File: config.mk
export PLATFORM = sky130hd
export DESIGN_NAME = vsc_ctrl
export DESIGN_NICKNAME = d
export VERILOG_FILES = /design/src/design/vertex_set_center_and_scale_unit_defines.svh /design/src/design/vsc_pkg.sv /design/src/design/vsc_ctrl.sv
export SDC_FILE = /design/constraint.sdc
export NUM_CORES = 1
export LEC_CHECK = 0
export ABC_AREA = 1
export BUFFER_PORTS_ARGS = -buffer_cell sky130_fd_sc_hd__buf_4
export CAP_MARGIN = 5
export CORE_MARGIN = 10
export CORE_UTILIZATION = 24
export DETAILED_ROUTE_END_ITERATION = 10
export PLACE_DENSITY = 0.47
export SLEW_MARGIN = 10
export SYNTH_ARGS = -nofsm -noshare
export SYNTH_HDL_FRONTEND = slang
export SYNTH_SLANG_ARGS = --single-unit
File: constraint.sdc
create_clock -name clk_i -period 2.2 [get_ports clk_i]
set_input_delay 0.11 -clock clk_i [delete_from_list [all_inputs] [get_ports clk_i]]
set_output_delay 0.11 -clock clk_i [all_outputs]
set_load 0.1 [all_outputs]
File: src/design/vertex_set_center_and_scale_unit_defines.svh
// Assertion macros for the vertex center and scale unit.
`ifndef VERTEX_SET_CENTER_AND_SCALE_UNIT_DEFINES_SVH
`define VERTEX_SET_CENTER_AND_SCALE_UNIT_DEFINES_SVH
`ifndef SYNTHESIS
`define VSC_ASSERT_IMPL(lbl, clk, rstn, ante, cons) \
  lbl: assert property (@(posedge clk) disable iff (!rstn) (ante) |-> (cons)) \
    else $error("assertion failed");
`define VSC_ASSERT_NEXT(lbl, clk, rstn, ante, cons) \
  lbl: assert property (@(posedge clk) disable iff (!rstn) (ante) |=> (cons)) \
    else $error("assertion failed");
`else
`define VSC_ASSERT_IMPL(lbl, clk, rstn, ante, cons)
`define VSC_ASSERT_NEXT(lbl, clk, rstn, ante, cons)
`endif
`endif

File: src/design/vsc_pkg.sv
// ----------------------------------------------------------------------
// vsc_pkg
// Shared types for the vertex center and scale unit.
// ----------------------------------------------------------------------
`default_nettype none
package vsc_pkg;
  typedef enum logic [3:0] {
    ST_LOAD, ST_CENTER, ST_DIST_RD, ST_DIST_ACC, ST_SQRT, ST_DIV,
    ST_OUT_RD, ST_OUT_MUL, ST_OUT_HOLD
  } vsc_state_e;

  typedef struct packed {
    logic load;     // store vertex / update box
    logic center;   // latch center, clear max
    logic dist_rd;  // issue store read for distance
    logic dist_acc; // accumulate distance of read entry
    logic sqrt_go;  // start root
    logic div_go;   // start divide
    logic out_rd;   // issue store read for output
    logic out_mul;  // compute output vertex
    logic clear;    // end of set
  } vsc_cmd_t;

  typedef struct packed {
    logic last_idx;  // read index at final entry
    logic res_last;  // result register holds the final entry
    logic empty;     // no vertex stored
    logic sqrt_done;
    logic div_done;
  } vsc_sts_t;
endpackage
`default_nettype wire

File: src/design/vsc_ctrl.sv
// ----------------------------------------------------------------------
// vsc_ctrl
// Sequencer: load, center, distance pass, root, divide, output pass.
// ----------------------------------------------------------------------
`default_nettype none
module vsc_ctrl
  import vsc_pkg::*;
(
  input  wire logic     clk_i,
  input  wire logic     rst_ni,
  input  wire logic     in_fire_i,
  input  wire logic     in_last_i,
  input  wire logic     out_fire_i,
  input  wire vsc_sts_t sts_i,
  output vsc_cmd_t      cmd_o,
  output logic          in_ready_o,
  output logic          out_valid_o
);
  vsc_state_e state_q, state_d;

  always_ff @(posedge clk_i or negedge rst_ni) begin
    if (!rst_ni) state_q <= ST_LOAD;
    else state_q <= state_d;
  end

  // next state
  always_comb begin
    state_d = state_q;
    unique case (state_q)
      ST_LOAD:     if (in_fire_i && in_last_i) state_d = ST_CENTER;
      ST_CENTER:   state_d = sts_i.empty ? ST_LOAD : ST_DIST_RD;
      ST_DIST_RD:  state_d = ST_DIST_ACC;
      ST_DIST_ACC: state_d = sts_i.last_idx ? ST_SQRT : ST_DIST_RD;
      ST_SQRT:     if (sts_i.sqrt_done) state_d = ST_DIV;
      ST_DIV:      if (sts_i.div_done) state_d = ST_OUT_RD;
      ST_OUT_RD:   state_d = ST_OUT_MUL;
      ST_OUT_MUL:  state_d = ST_OUT_HOLD;
      ST_OUT_HOLD: if (out_fire_i) state_d = sts_i.res_last ? ST_LOAD : ST_OUT_RD;
      default:     state_d = ST_LOAD;
    endcase
  end

  // outputs
  always_comb begin
    cmd_o = '0;
    in_ready_o = 1'b0;
    out_valid_o = 1'b0;
    unique case (state_q)
      ST_LOAD: begin
        in_ready_o = 1'b1;
        cmd_o.load = in_fire_i;
      end
      ST_CENTER: begin
        cmd_o.center = 1'b1;
        cmd_o.clear = sts_i.empty;
      end
      ST_DIST_RD:  cmd_o.dist_rd = 1'b1;
      ST_DIST_ACC: begin
        cmd_o.dist_acc = 1'b1;
        cmd_o.sqrt_go = sts_i.last_idx;
      end
      ST_SQRT:     cmd_o.div_go = sts_i.sqrt_done;
      ST_DIV:      ;
      ST_OUT_RD:   cmd_o.out_rd = 1'b1;
      ST_OUT_MUL:  cmd_o.out_mul = 1'b1;
      ST_OUT_HOLD: begin
        out_valid_o = 1'b1;
        cmd_o.clear = out_fire_i && sts_i.res_last;
      end
      default: ;
    endcase
  end
endmodule
`default_nettype wire

==> results of run 1 <==
[synth_stat cells, drive strengths merged]
cell and instances:
o21ai 2, nor2 14, dfrtp 4, nand3b 3, nand2 21, nor3 1
inv 16, nand3 7, and3 1
[tightest hold or removal path, stage by stage]
cell and delay, ns:
buf_4 0.07, nand3b_1 0.11, nand2_1 0.06
[area by class of cell]
class,instances,area (um2)
Timing Repair Buffer,21,160
Multi-Input combinational cell,49,225
Fill cell,187,918
Tap cell,16,20.0
Inverter,16,60.1
Clock buffer,3,22.5
Sequential cell,4,100
[stage by stage]
| step | setup slack [ns] | util, % | instances | setup TNS (ns) | power [W] |
|---|---|---|---|---|---|
| 3_3_place_gp | 0.785 | 36.9 | 105 | 0 | 0.000834 |
| 5_1_grt | 0.365 | 39.0 | 109 | 0 | 0.000989 |
| 2_1_floorplan | -0.348 | - | 69 | -0.358 | 0.000688 |
| 4_1_cts | 0.509 | 39.0 | 109 | 0 | 0.000932 |
| 6_report | 0.514 | 39.0 | 109 | 0 | 0.000917 |
| 3_5_place_dp | 0.769 | 36.9 | 105 | 0 | 0.000836 |
[worst min path at each step]
stage,cells past startpoint,to,slack [ns],start
2_1_floorplan,0,state_q[0],-0.19,rst_ni
3_3_place_gp,1,state_q[0],-0.09,rst_ni
3_5_place_dp,1,state_q[0],-0.09,rst_ni
4_1_cts,3,state_q[0],0.16,sts_i[0]
5_1_grt,3,state_q[0],0.18,sts_i[0]
6_report,3,state_q[0],0.16,sts_i[0]
[cell families after synthesis]
group	Yosys count	synth area share (%)
AO/OA/AOI/OAI	2	2.63
flip-flops	4	26.3
buffers and inverters	16	15.8
AND/OR/NAND/NOR	47	55.3
[routing by layer]
| layer | vias to the layer above | wire [um] |
|---|---|---|
| met2 | 15 | 543 |
| met5 | - | 0 |
| met1 | 201 | 548 |
| met3 | 0 | 100 |
| li1 | 257 | - |
| met4 | 0 | 0 |
[what timing repair did]
item | CTS | global route
resized for setup | 0 | 0
buffers inserted | 0 | 0
endpoints found under the hold margin | 4 | 0
hold buffers | 1 | 0
[power breakdown]
part	switching [W]	internal, W	total [W]
Clock	0.0000273	0.0000608	0.0000881
Sequential	0.0000327	0.0000965	0.000129
Combinational	0.000547	0.000152	0.000700
Total	0.000607	0.000310	0.000917
[placed cells by master, fill, tap and decap left out, drive strengths merged, types with 2 or more instances in the layout]
master and n:
nand3 7, nand3b 3, dfrtp 4, nand2 21
buf 20, nor2 14, inv 16, o21ai 2
clkbuf 3
==> key figures, run 1 <==
Run status
  • Status: finished clean

Pwr
  • Leak pwr: ~0.40 nW
  • Power per cell area: roughly 1600 mW/mm2
  • Max VDD drop: approximately 0.6 mV

Synthesis
  • Cell area after synthesis: between 300 and 400 um2
  • Yosys top cell area share: 26.3%
  • Synth top area cells: dfrtp_1 26%, nand2_1 21%, inv_1 14%
  • Syn nets: between 70 and 80
  • Syn Inst Count: 69
  • FF+latch count, synth: 4
  • Synth area leader: dfrtp_1
  • Syn Area/Cell: approximately 5.5 um2
  • Seq/Total Area, Yosys: between 20% and 30%
  • Warning count from the yosys run: 0
  • Number of distinct library cells after synthesis: 11

Routing
  • DR vias: ~470
  • DRC: 0
  • WL final: 1190 um
  • Initial DRT Pass Iterations: 4
  • Number of DRC markers in iteration 0: 6
  • WL/cell: 10.9 um
  • Vias per cell: roughly 4.3
  • Detail Route Antenna Nets: 0

Die
  • Rows: 14
  • Die area: 0.00358 mm2
  • I/O Pins: 21
  • Core Box Area: around 0.0015 mm2
  • Die Wd: ~60 um
  • Die height: roughly 60 um
  • Starting Density: 25.2%

CTS
  • TritonCTS clock tree: built
  • Longest Clk Path Bufs: 2
  • Worst skew pair latency: 0.23 ns
  • # clock sinks: 4
  • CTS root buf: clkbuf_4
  • Clock transition at path regs: 0.04 ns
  • TritonCTS buffer count: 3
  • CTS H-tree depth: 1

Critical path
  • CP Launch Type: flip-flop
  • Cell chain of the critical path: nor2_2, nand2_1, inv_1, nand3_1, o21ai_1, buf_4
  • Crit path to: cmd_o[0]
  • Crit path DAT: ~1.6 ns
  • Slowest cell on crit path: dfrtp_1
  • R2R setup slack: between 0.9 and 1 ns
  • Crit path max-delay family: simple AND/OR/NAND/NOR gates
  • WP data required: between 2 and 2.5 ns
  • Max incr delay on CP: about 0.43 ns
  • Crit Reg-Reg Endpoint: state_q[2]
  • Reg2reg start: state_q[1]
  • CP Class: reg -> out
  • Crit end category: output port
  • Crit path max fanout: 7
  • Register-to-Register Path Depth: 6
  • Crit. Startpoint: state_q[1]
  • Crit. path cell count: 6
  • CP bufs+invs: 2

STA
  • Post-Route Skew: between 0.001 and 0.0015 ns
  • Max Clock Freq: between 0.5 and 0.6 GHz
  • Final count of negative-setup-slack endpoints: 0
  • Crit share post-route: between 70% and 80%
  • Rel. slew slack: between 70% and 80%
  • RSZ-0062 raised after global routing: no
  • Worst hold slack: ~0.16 ns
  • Pins Over Slew Limit: 0
  • Final Hold Fails: 0
  • Min Tclk post-route: around 1.7 ns
  • Worst-margin pin slew: ~0.38 ns

GRT
  • First-pass GRT wire length: between 2000 and 2500 um
  • Gr busiest metal: met2
  • GR Util met2: between 10% and 20%
  • GRT Overall Usage: ~7.3%
  • GRT overflow: 0
  • Vias in the first global route: between 400 and 500
  • Met1 Use GR: around a tenth
  • Largest net degree at the start of global routing: 8
  • Global-route track usage on met3: about 4%
  • Initial antenna violation count: 0

Final layout
  • Share of post-route cells with drive strength above 1: 32.3%
  • Fin nets: 105
  • Largest regs: state_q x4
  • Most flops, register: state_q
  • Design area: 588 um2
  • Max reg flops: 4
  • Layout area overhead: 54.6%
  • Antenna diodes: 0

Place
  • Number of I/O port buffers: 20
  • Placed instance area: between 500 and 600 um2
  • GP Congestion: 0.726
  • Post-DP HPWL: 1030 um

Min path
  • Worst hold path type: in -> reg

Job
  • Max cap viols: 0
Power figures use the tool's default switching activity.
==> inputs of run 2 (changes only) <==
- ABC_AREA: 1 -> 0
- PLACE_DENSITY: 0.47 -> 0.46
- clock period: 2.2 -> 1.7 ns (I/O delays scaled with it)
==> run 2 against run 1 <==
  * The flow now finishes with violations (negative setup slack)
  * Synthesized cell count fell by 22%
  * Clock skew barely moved
  * Global-route usage rose by 1.1 points
  * First-iteration DRC count rose to 3.0 times the previous value
  * Non-clock buffer count rose by 8
  * Worst hold slack got worse by 0.080 ns
  * Synthesized area rose by 8.6%
  * Critical path depth fell by 2
  * Critical path type unchanged
  * Flip-flop and latch count did not move
  * Setup slack got worse by 0.51 ns
  * Design area rose by 34%
  * Final cell count fell by 10%
==> key figures, run 2 <==
Run status
  • Status: finished, violations left
  • Failing checks: negative setup slack

Critical path
  • CP Launch Type: flip-flop
  • WP data required: between 1.5 and 2 ns
  • Crit path DAT: ~1.6 ns
  • Max incr delay on CP: ~0.55 ns
  • Slowest cell on crit path: or4b_4
  • Crit path max fanout: 4
  • Cell chain of the critical path: or4b_4, inv_2, a32o_4, buf_12
  • CP Class: reg -> out
  • R2R setup slack: roughly 0.11 ns
  • Crit end category: output port

CTS
  • Longest Clk Path Bufs: 2
  • CTS root buf: clkbuf_4
  • Worst skew pair latency: around 0.23 ns
  • CTS H-tree depth: 1
  • TritonCTS buffer count: 3
  • Clock transition at path regs: ~0.04 ns
  • # clock sinks: 4
  • TritonCTS clock tree: built

GRT
  • First-pass GRT wire length: approximately 2400 um
  • GRT overflow: 0
  • Vias in the first global route: approximately 500
  • GRT Overall Usage: approximately 8.3%
  • Largest net degree at the start of global routing: 14
  • Initial antenna violation count: 0

Final layout
  • Largest regs: state_q x4
  • Footprint of the multi-input gates: 374 um2
  • Antenna diodes: 0
  • Commonest cells after routing, fill and taps aside: 22 x buf_4, 6 x a21oi_1, 4 x nand2_1, 4 x dfrtp_1
  • Max reg flops: 4
  • Commonest non-fill, non-tap cell in the layout: buf_4
  • Most flops, register: state_q
  • Layout Utilization: 50.6%
  • Share of post-route cells with drive strength above 1: a little under three fifths
  • FILL cells: ~150
  • Layout area overhead: 90.9%
  • Register Area: 100 um2
  • Design area: between 700 and 800 um2
  • Fin nets: 94

Place
  • Placed instance area: 712 um2
  • Number of I/O port buffers: 20
  • GP Congestion: roughly 0.73
  • Post-DP HPWL: around 1200 um
  • Place WS: about 0.095 ns

STA
  • Max Clock Freq: around 0.59 GHz
  • Final Hold Fails: 0
  • Setup ws final: -0.000480 ns
  • Crit share post-route: 100%
  • Worst hold slack: 0.0793 ns
  • Min Tclk post-route: roughly 1.7 ns
  • Post-Route Skew: approximately 0.0017 ns
  • RSZ-0062 raised after global routing: yes
  • Pins Over Slew Limit: 0
  • Worst-margin pin slew: ~0.27 ns
  • Rel. slew slack: approximately 82%
  • Final count of negative-setup-slack endpoints: 1

Die
  • I/O Pins: 21
  • Core Box Area: between 0.0015 and 0.002 mm2
  • Die area: 0.00378 mm2
  • Rows: 14
  • Starting Density: a little over a quarter
  • Die Wd: just over 60 um
  • Die height: 61.5 um

Routing
  • DR vias: about 500
  • Detail Route Antenna Nets: 0
  • WL final: 1440 um
  • WL/cell: 14.7 um
  • DRC: 0
  • Vias per cell: 5.14
  • Initial DRT Pass Iterations: 5
  • Number of DRC markers in iteration 0: 18

Synthesis
  • Yosys top cell area share: between 20% and 30%
  • Count leader, synth: a21oi_1
  • Syn Inst Count: 54
  • Asr flop ratio synth: 100%
  • Cell area after synthesis: between 400 and 500 um2
  • Post-synth top flop: dfrtp_1
  • Number of distinct library cells after synthesis: 30
  • Synth top area cells: dfrtp_1 24%, a21oi_1 7.3%, nand2b_1 6.1%
  • FF+latch count, synth: 4
  • Seq/Total Area, Yosys: roughly a quarter
  • Syn Area/Cell: 7.65 um2
  • Post-synth top cells: 6 x a21oi_1, 5 x nand2_1, 4 x dfrtp_1, 4 x nand2b_1, 4 x nor2_1
  • Warning count from the yosys run: 0
  • Synth area leader: dfrtp_1
  • Syn nets: 64
  • Number of flops mapped to enable cells by yosys: 0

Job
  • Max cap viols: 0

Min path
  • Worst hold path type: in -> reg
==> run 2: changes by cell type after synthesis, sizes merged, moves of 4 or more <==
cell,delta
a21oi,+6
inv,-14
nand2,-16
nand2b,+4
nand3,-7
nor2,-10
==> run 2: layer usage <==
metal / routed length, um / track usage [%] / up-vias
li1: - / - / 260
met1: 631 / 10.3 / 233
met2: 727 / 13.2 / 11
met3: 79 / 2.26 / 0
met4: 0 / 3.82 / 0
met5: 0 / 0 / -
==> run 2: critical path, delay by kind of cell, from the launching register on <==
kind            cells  cell delay (ns)
simple gates        1             0.55
flops               1             0.39
buf+inv             2             0.25
compound gates      1             0.19
==> run 2: final timing paths <==
check	startpoint	to	cells after the start
setup reg to reg	state_q[2]	state_q[2]	5
max in group asynchronous	rst_ni	state_q[3]	2
hold reg to reg	state_q[1]	state_q[0]	2
setup / recovery	state_q[1]	cmd_o[0]	4
hold / removal	sts_i[0]	state_q[0]	2
min in group asynchronous	rst_ni	state_q[2]	2
==> run 2: per-stage QoR <==
| step | setup TNS (ns) | std cells |
|---|---|---|
| 6_report | -0.000480 | 98 |
| 5_1_grt | -0.0600 | 98 |
| 4_1_cts | -0.0314 | 98 |
| 3_5_place_dp | 0 | 93 |
| 3_3_place_gp | 0 | 93 |
| 2_1_floorplan | -3.73 | 54 |
==> run 2: cells by family (layout without fill, tap and decap cells) <==
kind of cell	after synthesis	count (layout)	share of synthesized area, %
DFF	4	4	24.2
AOI/OAI and AO/OA	16	16	27.3
buffers and inverters	6	34	6.36
and+or+nand+nor	28	28	42.1
==> run 2: what timing repair did <==
item,CTS,global route
resized for setup,7,3
setup endpoints to repair,5,7
hold endpoints to repair,4,0
buffers inserted,1,0
pin swaps,2,1
hold buffers,1,0
==> run 2: area by class of cell <==
cell class,count,share of cell area (%)
clock buffers,3,2.86
repair buffers,29,33.5
well taps,16,2.54
multi-input cells,44,47.5
inverters,2,0.952
flip-flops and latches,4,12.7
Power of run 2 is left out: the tool's default activity adds up to more than one toggle a clock period on the data nets, which glitch-free logic cannot reach.
